`src/design/lower_triangle_prime_counter_assert.svh`:
```
// Assertion macros for the lower triangle prime counter top level.
`ifndef LOWER_TRIANGLE_PRIME_COUNTER_ASSERT_SVH
`define LOWER_TRIANGLE_PRIME_COUNTER_ASSERT_SVH

// Same-cycle implication, disabled while reset is held.
`define LTPC_ASSERT_SAME(label, clk, rst_n, ante, cons) \
    label: assert property (@(posedge clk) disable iff (!(rst_n)) (ante) |-> (cons)) \
        else $error("ltpc assertion failed");

// Next-cycle implication, disabled while reset is held.
`define LTPC_ASSERT_NEXT(label, clk, rst_n, ante, cons) \
    label: assert property (@(posedge clk) disable iff (!(rst_n)) (ante) |=> (cons)) \
        else $error("ltpc assertion failed");

`endif

```
`src/design/ltpc_pkg.sv`:
```
// Types and constants shared by the lower triangle prime counter modules.
package ltpc_pkg;

    localparam int MAX_DIM = 256;
    localparam int VAL_W   = 32;
    localparam int ROW_W   = 8;
    localparam int COUNT_W = 15;
    localparam int DIV_W   = 16;
    localparam int SQ_W    = 32;

    // Bits of a non-negative value that the remainder unit walks through.
    localparam int MOD_STEPS = VAL_W - 1;
    localparam int STEP_W    = $clog2(MOD_STEPS);

    // Number of places below the diagonal; the count saturates there.
    localparam logic [COUNT_W-1:0] COUNT_LIMIT = COUNT_W'(MAX_DIM * (MAX_DIM - 1) / 2);

    localparam logic [DIV_W-1:0] FIRST_DIVISOR = DIV_W'(3);
    localparam logic [SQ_W-1:0]  FIRST_SQUARE  = SQ_W'(9);

    typedef struct packed {
        logic                   start;
        logic [MOD_STEPS-1:0]   dividend;
        logic [DIV_W-1:0]       divisor;
    } t_mod_ctrl;

    typedef struct packed {
        logic busy;
        logic done;
        logic rem_zero;
    } t_mod_stat;

endpackage

```
`src/design/lower_triangle_prime_counter.sv`:
```
// Top level of the lower triangle prime counter: sequencer, count, output register and remainder unit.
//
//  channel   | dir | handshake                     | contents
//  s_axis    | in  | s_axis_tvalid / s_axis_tready | element, row, column, first flag
//  m_axis    | out | m_axis_tvalid / m_axis_tready | element echo, kept flag, prime count
//
// A word is rejected at once, with no trial division, when it lies on or above the diagonal,
// is negative, is below two or is even; two is kept at once. Other words try odd divisors,
// each needing a full 31-step bit-serial remainder in the shared remainder unit. A 31-bit
// prime near the top of the range tries about 23170 divisors.
// Reset is synchronous and active low; it clears the sequencer, the count and the output
// valid flag. A stalled output holds its word while the next input word is taken and
// worked on; the finished result then waits in the sequencer until the output frees up.
module lower_triangle_prime_counter (
    input  logic        i_clk,
    input  logic        i_rst_n,
    input  logic        s_axis_tvalid,
    output logic        s_axis_tready,
    input  logic [47:0] s_axis_tdata,  // element_value[31:0], row_index[39:32], col_index[47:40]
    input  logic        s_axis_tuser,  // first_element
    output logic        m_axis_tvalid,
    input  logic        m_axis_tready,
    output logic [47:0] m_axis_tdata,  // value_out[31:0], primes_so_far[46:32], zero pad
    output logic        m_axis_tuser   // kept
);

`include "lower_triangle_prime_counter_assert.svh"

    typedef enum logic [1:0] {
        S_IDLE,
        S_CHECK,
        S_DIV,
        S_FIN
    } t_state;

    t_state                             r_state;
    logic [ltpc_pkg::VAL_W-1:0]         r_value;
    logic [ltpc_pkg::ROW_W-1:0]         r_row;
    logic [ltpc_pkg::ROW_W-1:0]         r_col;
    logic                               r_first;
    logic                               r_prime;
    logic [ltpc_pkg::DIV_W-1:0]         r_div;
    logic [ltpc_pkg::SQ_W-1:0]          r_sq;
    logic [ltpc_pkg::COUNT_W-1:0]       r_count;
    logic                               r_out_valid;
    logic [ltpc_pkg::VAL_W-1:0]         r_out_value;
    logic                               r_out_kept;
    logic [ltpc_pkg::COUNT_W-1:0]       r_out_count;

    logic [ltpc_pkg::VAL_W-1:0]         in_value;
    logic [ltpc_pkg::ROW_W-1:0]         in_row;
    logic [ltpc_pkg::ROW_W-1:0]         in_col;
    logic                               in_accept;
    logic                               in_inside;
    logic                               in_reject;
    logic                               in_two;
    logic                               sq_over;
    logic                               out_free;
    logic [ltpc_pkg::COUNT_W-1:0]       count_base;
    logic [ltpc_pkg::COUNT_W-1:0]       n_count;
    logic [ltpc_pkg::SQ_W-1:0]          n_sq;
    ltpc_pkg::t_mod_ctrl                mod_ctrl;
    ltpc_pkg::t_mod_stat                mod_stat;

    assign in_value  = s_axis_tdata[31:0];
    assign in_row    = s_axis_tdata[39:32];
    assign in_col    = s_axis_tdata[47:40];
    assign in_accept = s_axis_tvalid && s_axis_tready;

    // An element counts only if it lies inside the matrix and strictly below the diagonal.
    assign in_inside = (int'(in_row) < ltpc_pkg::MAX_DIM) && (int'(in_col) < ltpc_pkg::MAX_DIM);

    // Quick answers that need no trial division: anything off the lower triangle, negative
    // values, zero and one, and even values other than two; two itself is kept as prime.
    assign in_two    = (in_value == ltpc_pkg::VAL_W'(2));
    assign in_reject = !in_inside || !(in_col < in_row) || in_value[ltpc_pkg::VAL_W-1]
                       || (in_value < ltpc_pkg::VAL_W'(2)) || (!in_two && !in_value[0]);

    // The loop runs while the divisor squared does not exceed the value; the square is
    // carried along as (d+2)^2 = d^2 + 4d + 4 so no multiplier is needed.
    assign sq_over = (r_sq > r_value);
    assign n_sq    = r_sq + {{(ltpc_pkg::SQ_W - ltpc_pkg::DIV_W - 2){1'b0}}, r_div, 2'b00}
                     + ltpc_pkg::SQ_W'(4);

    assign out_free = !r_out_valid || m_axis_tready;

    // The first element of a matrix clears the count before it is itself counted.
    assign count_base = r_first ? '0 : r_count;
    assign n_count    = (r_prime && (count_base < ltpc_pkg::COUNT_LIMIT)) ? count_base + 1'b1
                                                                          : count_base;

    assign mod_ctrl.start    = (r_state == S_CHECK) && !sq_over;
    assign mod_ctrl.dividend = r_value[ltpc_pkg::MOD_STEPS-1:0];
    assign mod_ctrl.divisor  = r_div;

    ltpc_mod_unit u_mod (
        .i_clk   (i_clk),
        .i_rst_n (i_rst_n),
        .i_ctrl  (mod_ctrl),
        .o_stat  (mod_stat)
    );

    always_ff @(posedge i_clk) begin
        if (!i_rst_n) begin
            r_state     <= S_IDLE;
            r_count     <= '0;
            r_out_valid <= 1'b0;
        end else begin
            // A finished result loads the output register; otherwise a taken word leaves it.
            if ((r_state == S_FIN) && out_free) begin
                r_out_valid <= 1'b1;
            end else if (m_axis_tready) begin
                r_out_valid <= 1'b0;
            end
            case (r_state)
                S_IDLE: begin
                    if (in_accept) begin
                        r_value <= in_value;
                        r_row   <= in_row;
                        r_col   <= in_col;
                        r_first <= s_axis_tuser;
                        r_div   <= ltpc_pkg::FIRST_DIVISOR;
                        r_sq    <= ltpc_pkg::FIRST_SQUARE;
                        if (in_reject) begin
                            r_prime <= 1'b0;
                            r_state <= S_FIN;
                        end else if (in_two) begin
                            r_prime <= 1'b1;
                            r_state <= S_FIN;
                        end else begin
                            r_prime <= 1'b1;
                            r_state <= S_CHECK;
                        end
                    end
                end
                S_CHECK: begin
                    // No divisor up to the square root divides the value: it is prime.
                    if (sq_over) begin
                        r_state <= S_FIN;
                    end else begin
                        r_state <= S_DIV;
                    end
                end
                S_DIV: begin
                    if (mod_stat.done) begin
                        if (mod_stat.rem_zero) begin
                            r_prime <= 1'b0;
                            r_state <= S_FIN;
                        end else begin
                            r_div   <= r_div + ltpc_pkg::DIV_W'(2);
                            r_sq    <= n_sq;
                            r_state <= S_CHECK;
                        end
                    end
                end
                S_FIN: begin
                    if (out_free) begin
                        r_count     <= n_count;
                        r_out_value <= r_value;
                        r_out_kept  <= r_prime;
                        r_out_count <= n_count;
                        r_state     <= S_IDLE;
                    end
                end
                default: begin
                    r_state <= S_IDLE;
                end
            endcase
        end
    end

    assign s_axis_tready = (r_state == S_IDLE);
    assign m_axis_tvalid = r_out_valid;
    assign m_axis_tdata  = {1'b0, r_out_count, r_out_value};
    assign m_axis_tuser  = r_out_kept;

    // Once a word is taken, the block is busy for at least the next cycle.
    `LTPC_ASSERT_NEXT(a_busy_after_accept, i_clk, i_rst_n, in_accept, !s_axis_tready)
    // The remainder unit only runs while the sequencer waits for it.
    `LTPC_ASSERT_SAME(a_mod_only_in_div, i_clk, i_rst_n, mod_stat.busy || mod_stat.done,
                      r_state == S_DIV)
    // The count never passes the number of places below the diagonal.
    `LTPC_ASSERT_SAME(a_count_limit, i_clk, i_rst_n, 1'b1,
                      r_count <= ltpc_pkg::COUNT_LIMIT)
    // A prime verdict is only ever reached for a non-negative value below the diagonal.
    `LTPC_ASSERT_SAME(a_prime_lower, i_clk, i_rst_n, (r_state == S_FIN) && r_prime,
                      (r_col < r_row) && !r_value[ltpc_pkg::VAL_W-1])

endmodule

```
`src/design/ltpc_mod_unit.sv`:
```
// Bit-serial restoring remainder unit: one dividend bit per cycle.
module ltpc_mod_unit (
    input  logic                i_clk,
    input  logic                i_rst_n,
    input  ltpc_pkg::t_mod_ctrl i_ctrl,
    output ltpc_pkg::t_mod_stat o_stat
);

    logic                                r_busy;
    logic                                r_done;
    logic [ltpc_pkg::STEP_W-1:0]         r_cnt;
    logic [ltpc_pkg::MOD_STEPS-1:0]      r_shift;
    logic [ltpc_pkg::DIV_W-1:0]          r_rem;
    logic [ltpc_pkg::DIV_W:0]            trial;
    logic [ltpc_pkg::DIV_W:0]            diff;
    logic [ltpc_pkg::DIV_W-1:0]          n_rem;

    // Bring down the next dividend bit and subtract the divisor if it fits.
    assign trial = {r_rem, r_shift[ltpc_pkg::MOD_STEPS-1]};
    assign diff  = trial - {1'b0, i_ctrl.divisor};
    assign n_rem = (trial >= {1'b0, i_ctrl.divisor}) ? diff[ltpc_pkg::DIV_W-1:0]
                                                       : trial[ltpc_pkg::DIV_W-1:0];

    always_ff @(posedge i_clk) begin
        if (!i_rst_n) begin
            r_busy <= 1'b0;
            r_done <= 1'b0;
            r_cnt  <= '0;
        end else begin
            r_done <= 1'b0;
            if (i_ctrl.start) begin
                r_busy <= 1'b1;
                r_cnt  <= '0;
            end else if (r_busy) begin
                r_cnt <= r_cnt + 1'b1;
                if (r_cnt == ltpc_pkg::STEP_W'(ltpc_pkg::MOD_STEPS - 1)) begin
                    r_busy <= 1'b0;
                    r_done <= 1'b1;
                end
            end
        end
    end

    always_ff @(posedge i_clk) begin
        if (i_ctrl.start) begin
            r_shift <= i_ctrl.dividend;
            r_rem   <= '0;
        end else if (r_busy) begin
            r_shift <= {r_shift[ltpc_pkg::MOD_STEPS-2:0], 1'b0};
            r_rem   <= n_rem;
        end
    end

    assign o_stat.busy     = r_busy;
    assign o_stat.done     = r_done;
    assign o_stat.rem_zero = (r_rem == '0);

endmodule
```
`config.mk`:
```
export PLATFORM = sky130hd
export DESIGN_NAME = lower_triangle_prime_counter
export DESIGN_NICKNAME = d
export VERILOG_FILES = /design/src/design/ltpc_pkg.sv /design/src/design/lower_triangle_prime_counter.sv /design/src/design/ltpc_mod_unit.sv
export VERILOG_INCLUDE_DIRS = /design/src /design/src/design
export SDC_FILE = /design/constraint.sdc
export NUM_CORES = 1
export LEC_CHECK = 0
export BUFFER_PORTS_ARGS = -buffer_cell sky130_fd_sc_hd__buf_4
export CAP_MARGIN = 20
export CELL_PAD_IN_SITES_DETAIL_PLACEMENT = 0
export CELL_PAD_IN_SITES_GLOBAL_PLACEMENT = 1
export CORE_UTILIZATION = 52
export CTS_CLUSTER_DIAMETER = 50
export DETAILED_ROUTE_END_ITERATION = 8
export PLACE_DENSITY_LB_ADDON = 0.1
export SLEW_MARGIN = 20
export SYNTH_ARGS = -nofsm -noshare
export SYNTH_HDL_FRONTEND = slang
export SYNTH_HIERARCHICAL = 1
export SYNTH_SLANG_ARGS = --single-unit
export TNS_END_PERCENT = 20
```
`constraint.sdc`:
```
create_clock -name i_clk -period 8.5 [get_ports i_clk]
set_input_delay 1.275 -clock i_clk [delete_from_list [all_inputs] [get_ports i_clk]]
set_output_delay 1.275 -clock i_clk [all_outputs]
set_load 0.02 [all_outputs]
```
### Yosys cells after proc, flatten, opt, wreduce, memory -nomap -nowiden

Index checks and enable logic that the tools add are counted.

| cells by class | value |
|---|---|
| add/subtract/negate cells | 6 |
| magnitude comparators | 5 |
| equal/unequal tests | 10 |
| multiplexer cells | 32 |
| bitwise gates (word level) | 2 |
| reductions and logical operators | 27 |

Operators by type and width:

| operator | count |
|---|---|
| $mux W32 | 3 |
| $mux W16 | 4 |
| $pmux W32 S2 | 1 |
| $mux W31 | 2 |
| $add A32 B18 Y32 | 1 |
| $add A32 B3 Y32 const B | 1 |
| $eq A32 B2 Y1 const B | 1 |
| $gt A32 B32 Y1 | 1 |
| $lt A32 B2 Y1 const B | 1 |
| $pmux W16 S2 | 1 |
| $mux W15 | 2 |
| $ge A17 B16 Y1 | 1 |
| $add A16 B2 Y16 const B | 1 |
| $logic_not A16 Y1 | 1 |
| $sub A16 B16 Y16 | 1 |
| $add A15 B1 Y15 const B | 1 |
| $lt A15 B15 Y1 const B | 1 |
| $mux W2 | 6 |
| $mux W1 | 11 |
| $reduce_and A5 Y1 | 2 |
| $reduce_and A3 Y1 | 3 |
| $lt A8 B8 Y1 | 1 |
| $pmux W2 S4 | 1 |
| $ne A2 B2 Y1 const B | 3 |
| 15 further kinds | 31 |

| word-level totals | value |
|---|---|
| register bits | 202 |
| word-level logic and storage cells | 98 |

### Logic depth before layout (Yosys ltp)

| depth | value |
|---|---|
| word-level depth | 8 |
| mapped depth | 13 |
| depth with buffers taken out | 12 |

### Modules after synthesis

The synthesis kept the hierarchy.

By module, submodules not included:

| module | instances | cells each | area an instance (sq um) |
|---|---|---|---|
| lower_triangle_prime_counter | 1 | 707 | 7,817.5 |
| ltpc_mod_unit | 1 | 331 | 3,360.7 |

### Worst setup path before layout

OpenSTA, ideal clock, no wires.

| timing | value |
|---|---|
| path type | input -> register |
| from | input port m_axis_tready |
| to | register r_out_kept, in the netlist m_axis_tuser (enable) |
| arrival time | 3.808 ns |
| required time | 8.046 ns |
| path slack | 4.239 ns |
| stages | 4 |
| path buffers | 1 |
| cell sequence | nand2b_1 > nand3_1 > clkbuf_1 > nor2_1 |

| between the ends | value |
|---|---|
| longest elaborated chain between the ends | 2 |

RTL lines:

| item | RTL line | text |
|---|---|---|
| start: declaration | lower_triangle_prime_counter.sv:22 | `input logic m_axis_tready,` |
| $logic_or A1 B1 Y1 | lower_triangle_prime_counter.sv:85 | `assign out_free = !r_out_valid \|\| m_axis_tready;` |
| $reduce_and A3 Y1 (no line) | n/a |  |
| end signal: assignment | lower_triangle_prime_counter.sv:160 | `r_out_kept <= r_prime;` |
| end: declaration | lower_triangle_prime_counter.sv:47 | `logic r_out_kept;` |

Every way passes these cells.
A chain may end at the register's enable or synchronous reset.

==> impl_metrics.ini <==
[timing]
layout_min_cycle_time_ns = 3.603
rsz0062_at_grt = false
finalHoldViolations = 0
setup-tns-final_ns = 0
finalSetupViolations = 0
slew_violations = 0
fin_skew_ns = 0.02010
post-route-period-util = 0.4239
max_freq_mhz = 277.5
relSlewSlack = 0.3391
worstMarginPinSlew_ns = 0.9914
whs_ns = 0.4572

[global_routing]
antenna_found_initial = 0
grt_pass1_vias = 7791
grt_overflow = 0
grt_max_degree = 45
track_usage = 0.2468
grt_pass1_wl_um = 42050

[cts]
post_cts_buffers = 0
cts_hold_buf = 0
cts.htree.levels = 4
cts_sinks = 198
clock_latency_ns = 0.45
clk_pin_slew_ns = 0.09
ctsResizeCount = 0
cts_tree = built
cts_buffers = 17
cts_root_buf = clkbuf_16
cts_buffer_depth = 2

[final_layout]
final_util = 0.6113
antenna_cells = 0
areaGrowthSynthToFinish_pct = 15.03
drive_gt1_frac = 0.1713
nNetsFinal = 1272

[min_path]
holdPathStages = 0
hold_path.class = register to register

[worst_setup_path]
startpoint = r_sq[14]
critPathCaptureType = register
critPathLaunchType = register
required_ns = 8.60
r2r_start = r_sq[14]
worstRegToRegCells = 10
cp_max_fo = 31
path_class = register to register
crit_end = u_mod/r_shift[13]
arrival_ns = 3.70
reg2reg_slack_ns = 4.90
reg2reg_to = u_mod/r_shift[13]

[die]
die_w_um = 148.6
coreArea_um2 = 21020
boundaryPins = 104
initial_core_util = 0.5314
chipHeight_um = 148.6
fp-row-count = 53
dieArea_um2 = 22070

[detailed_routing]
drtPass1Iterations = 5
num_vias = 8269
drc = 0
totalWireLength_um = 26370
wire_per_inst_um = 18.58
drtIter0Drc = 613
drtAntennaViolNets = 0
avgViaCountPerCell = 5.827

[place]
numPortBuffers = 102
gp_congestion = 0.8766
place_hpwl_um = 19210

[synthesis]
synth_area_um2 = 11170
syn-num-nets = 1178
avgSynthCellArea_um2 = 10.77
netlist_instances = 1037
ys_warn_count = 6

[pwr]
ir_worst_vdd_uv = 148.8
leakage_nw = 5.032
finalPower_mw = 3.251
power.density_nw_per_um2 = 253.0

[job]
maxCapViolCount = 0

[status]
status = completed
cell usage in the layout (no fill, tap or decap), types with 20 or more instances in the layout:
cell / instances
a21o_1: 22
a21oi_1: 69
buf_4: 111
dfxtp_1: 41
edfxtp_1: 157
ha_1: 86
inv_1: 74
mux2_2: 32
nand2_1: 64
nand3_1: 36
nand4_1: 22
nor2_1: 69
o21ai_0: 50
xnor2_1: 20
xor2_1: 24
stage by stage:
step | setup WS, ns | cell area (um2) | instances
after floorplan | 4.239 | 11170 | 1037
after global placement | 4.952 | 12210 | 1387
after global routing | 4.700 | 12850 | 1419
final | 4.897 | 12850 | 1419
after CTS | 4.859 | 12850 | 1419
after detailed placement | 4.877 | 12210 | 1387
state kept, by name (all words and copies together) (netlist names), 2 cells and up:
name,cells
r_out_value,32
r_value,32
u_mod/r_shift,31
r_sq,29
u_mod/r_rem,16
r_count,15
r_div,15
r_out_count,15
u_mod/r_cnt,5
r_state,2
how the worst min path moves through the flow:
stage / from / to / slack (ns)
floorplan: r_value[31] / r_out_value[31] / 0.43
global placement: r_value[31] / r_out_value[31] / 0.44
detailed placement: r_value[31] / r_out_value[31] / 0.44
CTS: r_value[31] / r_out_value[31] / 0.46
global route: r_value[31] / r_out_value[31] / 0.46
finish: r_value[31] / r_out_value[31] / 0.46
per-layer routing:
layer | GRT usage | up-vias | wire [um] | part of all wire
li1 | - | 4067 | - | -
met1 | 0.3628 | 3982 | 12720 | 0.48
met2 | 0.3862 | 207 | 12060 | 0.46
met3 | 0.04018 | 13 | 1407 | 0.053
met4 | 0.04485 | 0 | 187 | 0.0071
met5 | 0 | - | 0 | 0
power breakdown:
| group | internal (mW) | switching [mW] |
|---|---|---|
| Combinational | 0.430 | 0.621 |
| Clock | 0.415 | 0.440 |
| Sequential | 1.22 | 0.123 |
| Total | 2.07 | 1.18 |
layout make-up:
type,instances,area [um2]
well taps,275,344.1
flip-flops and latches,198,5535
inverters,75,281.5
clock inverters,15,219.0
fillers,1779,8172
repair buffers,111,833.3
multi-input cells,728,5211
clock buffers,17,425.4
worst max-delay path: stages (launching register included):
cell and delay, ns:
edfxtp_1 0.45, ha_1 0.32, and4_1 0.21, nand4_1 0.12, nor4_1 0.37, o41ai_1 0.10, a22oi_1 0.32, nor2b_4 0.54
inv_1 0.27, nand2_1 0.13, buf_4 0.38
Power figures use the tool's default switching activity.
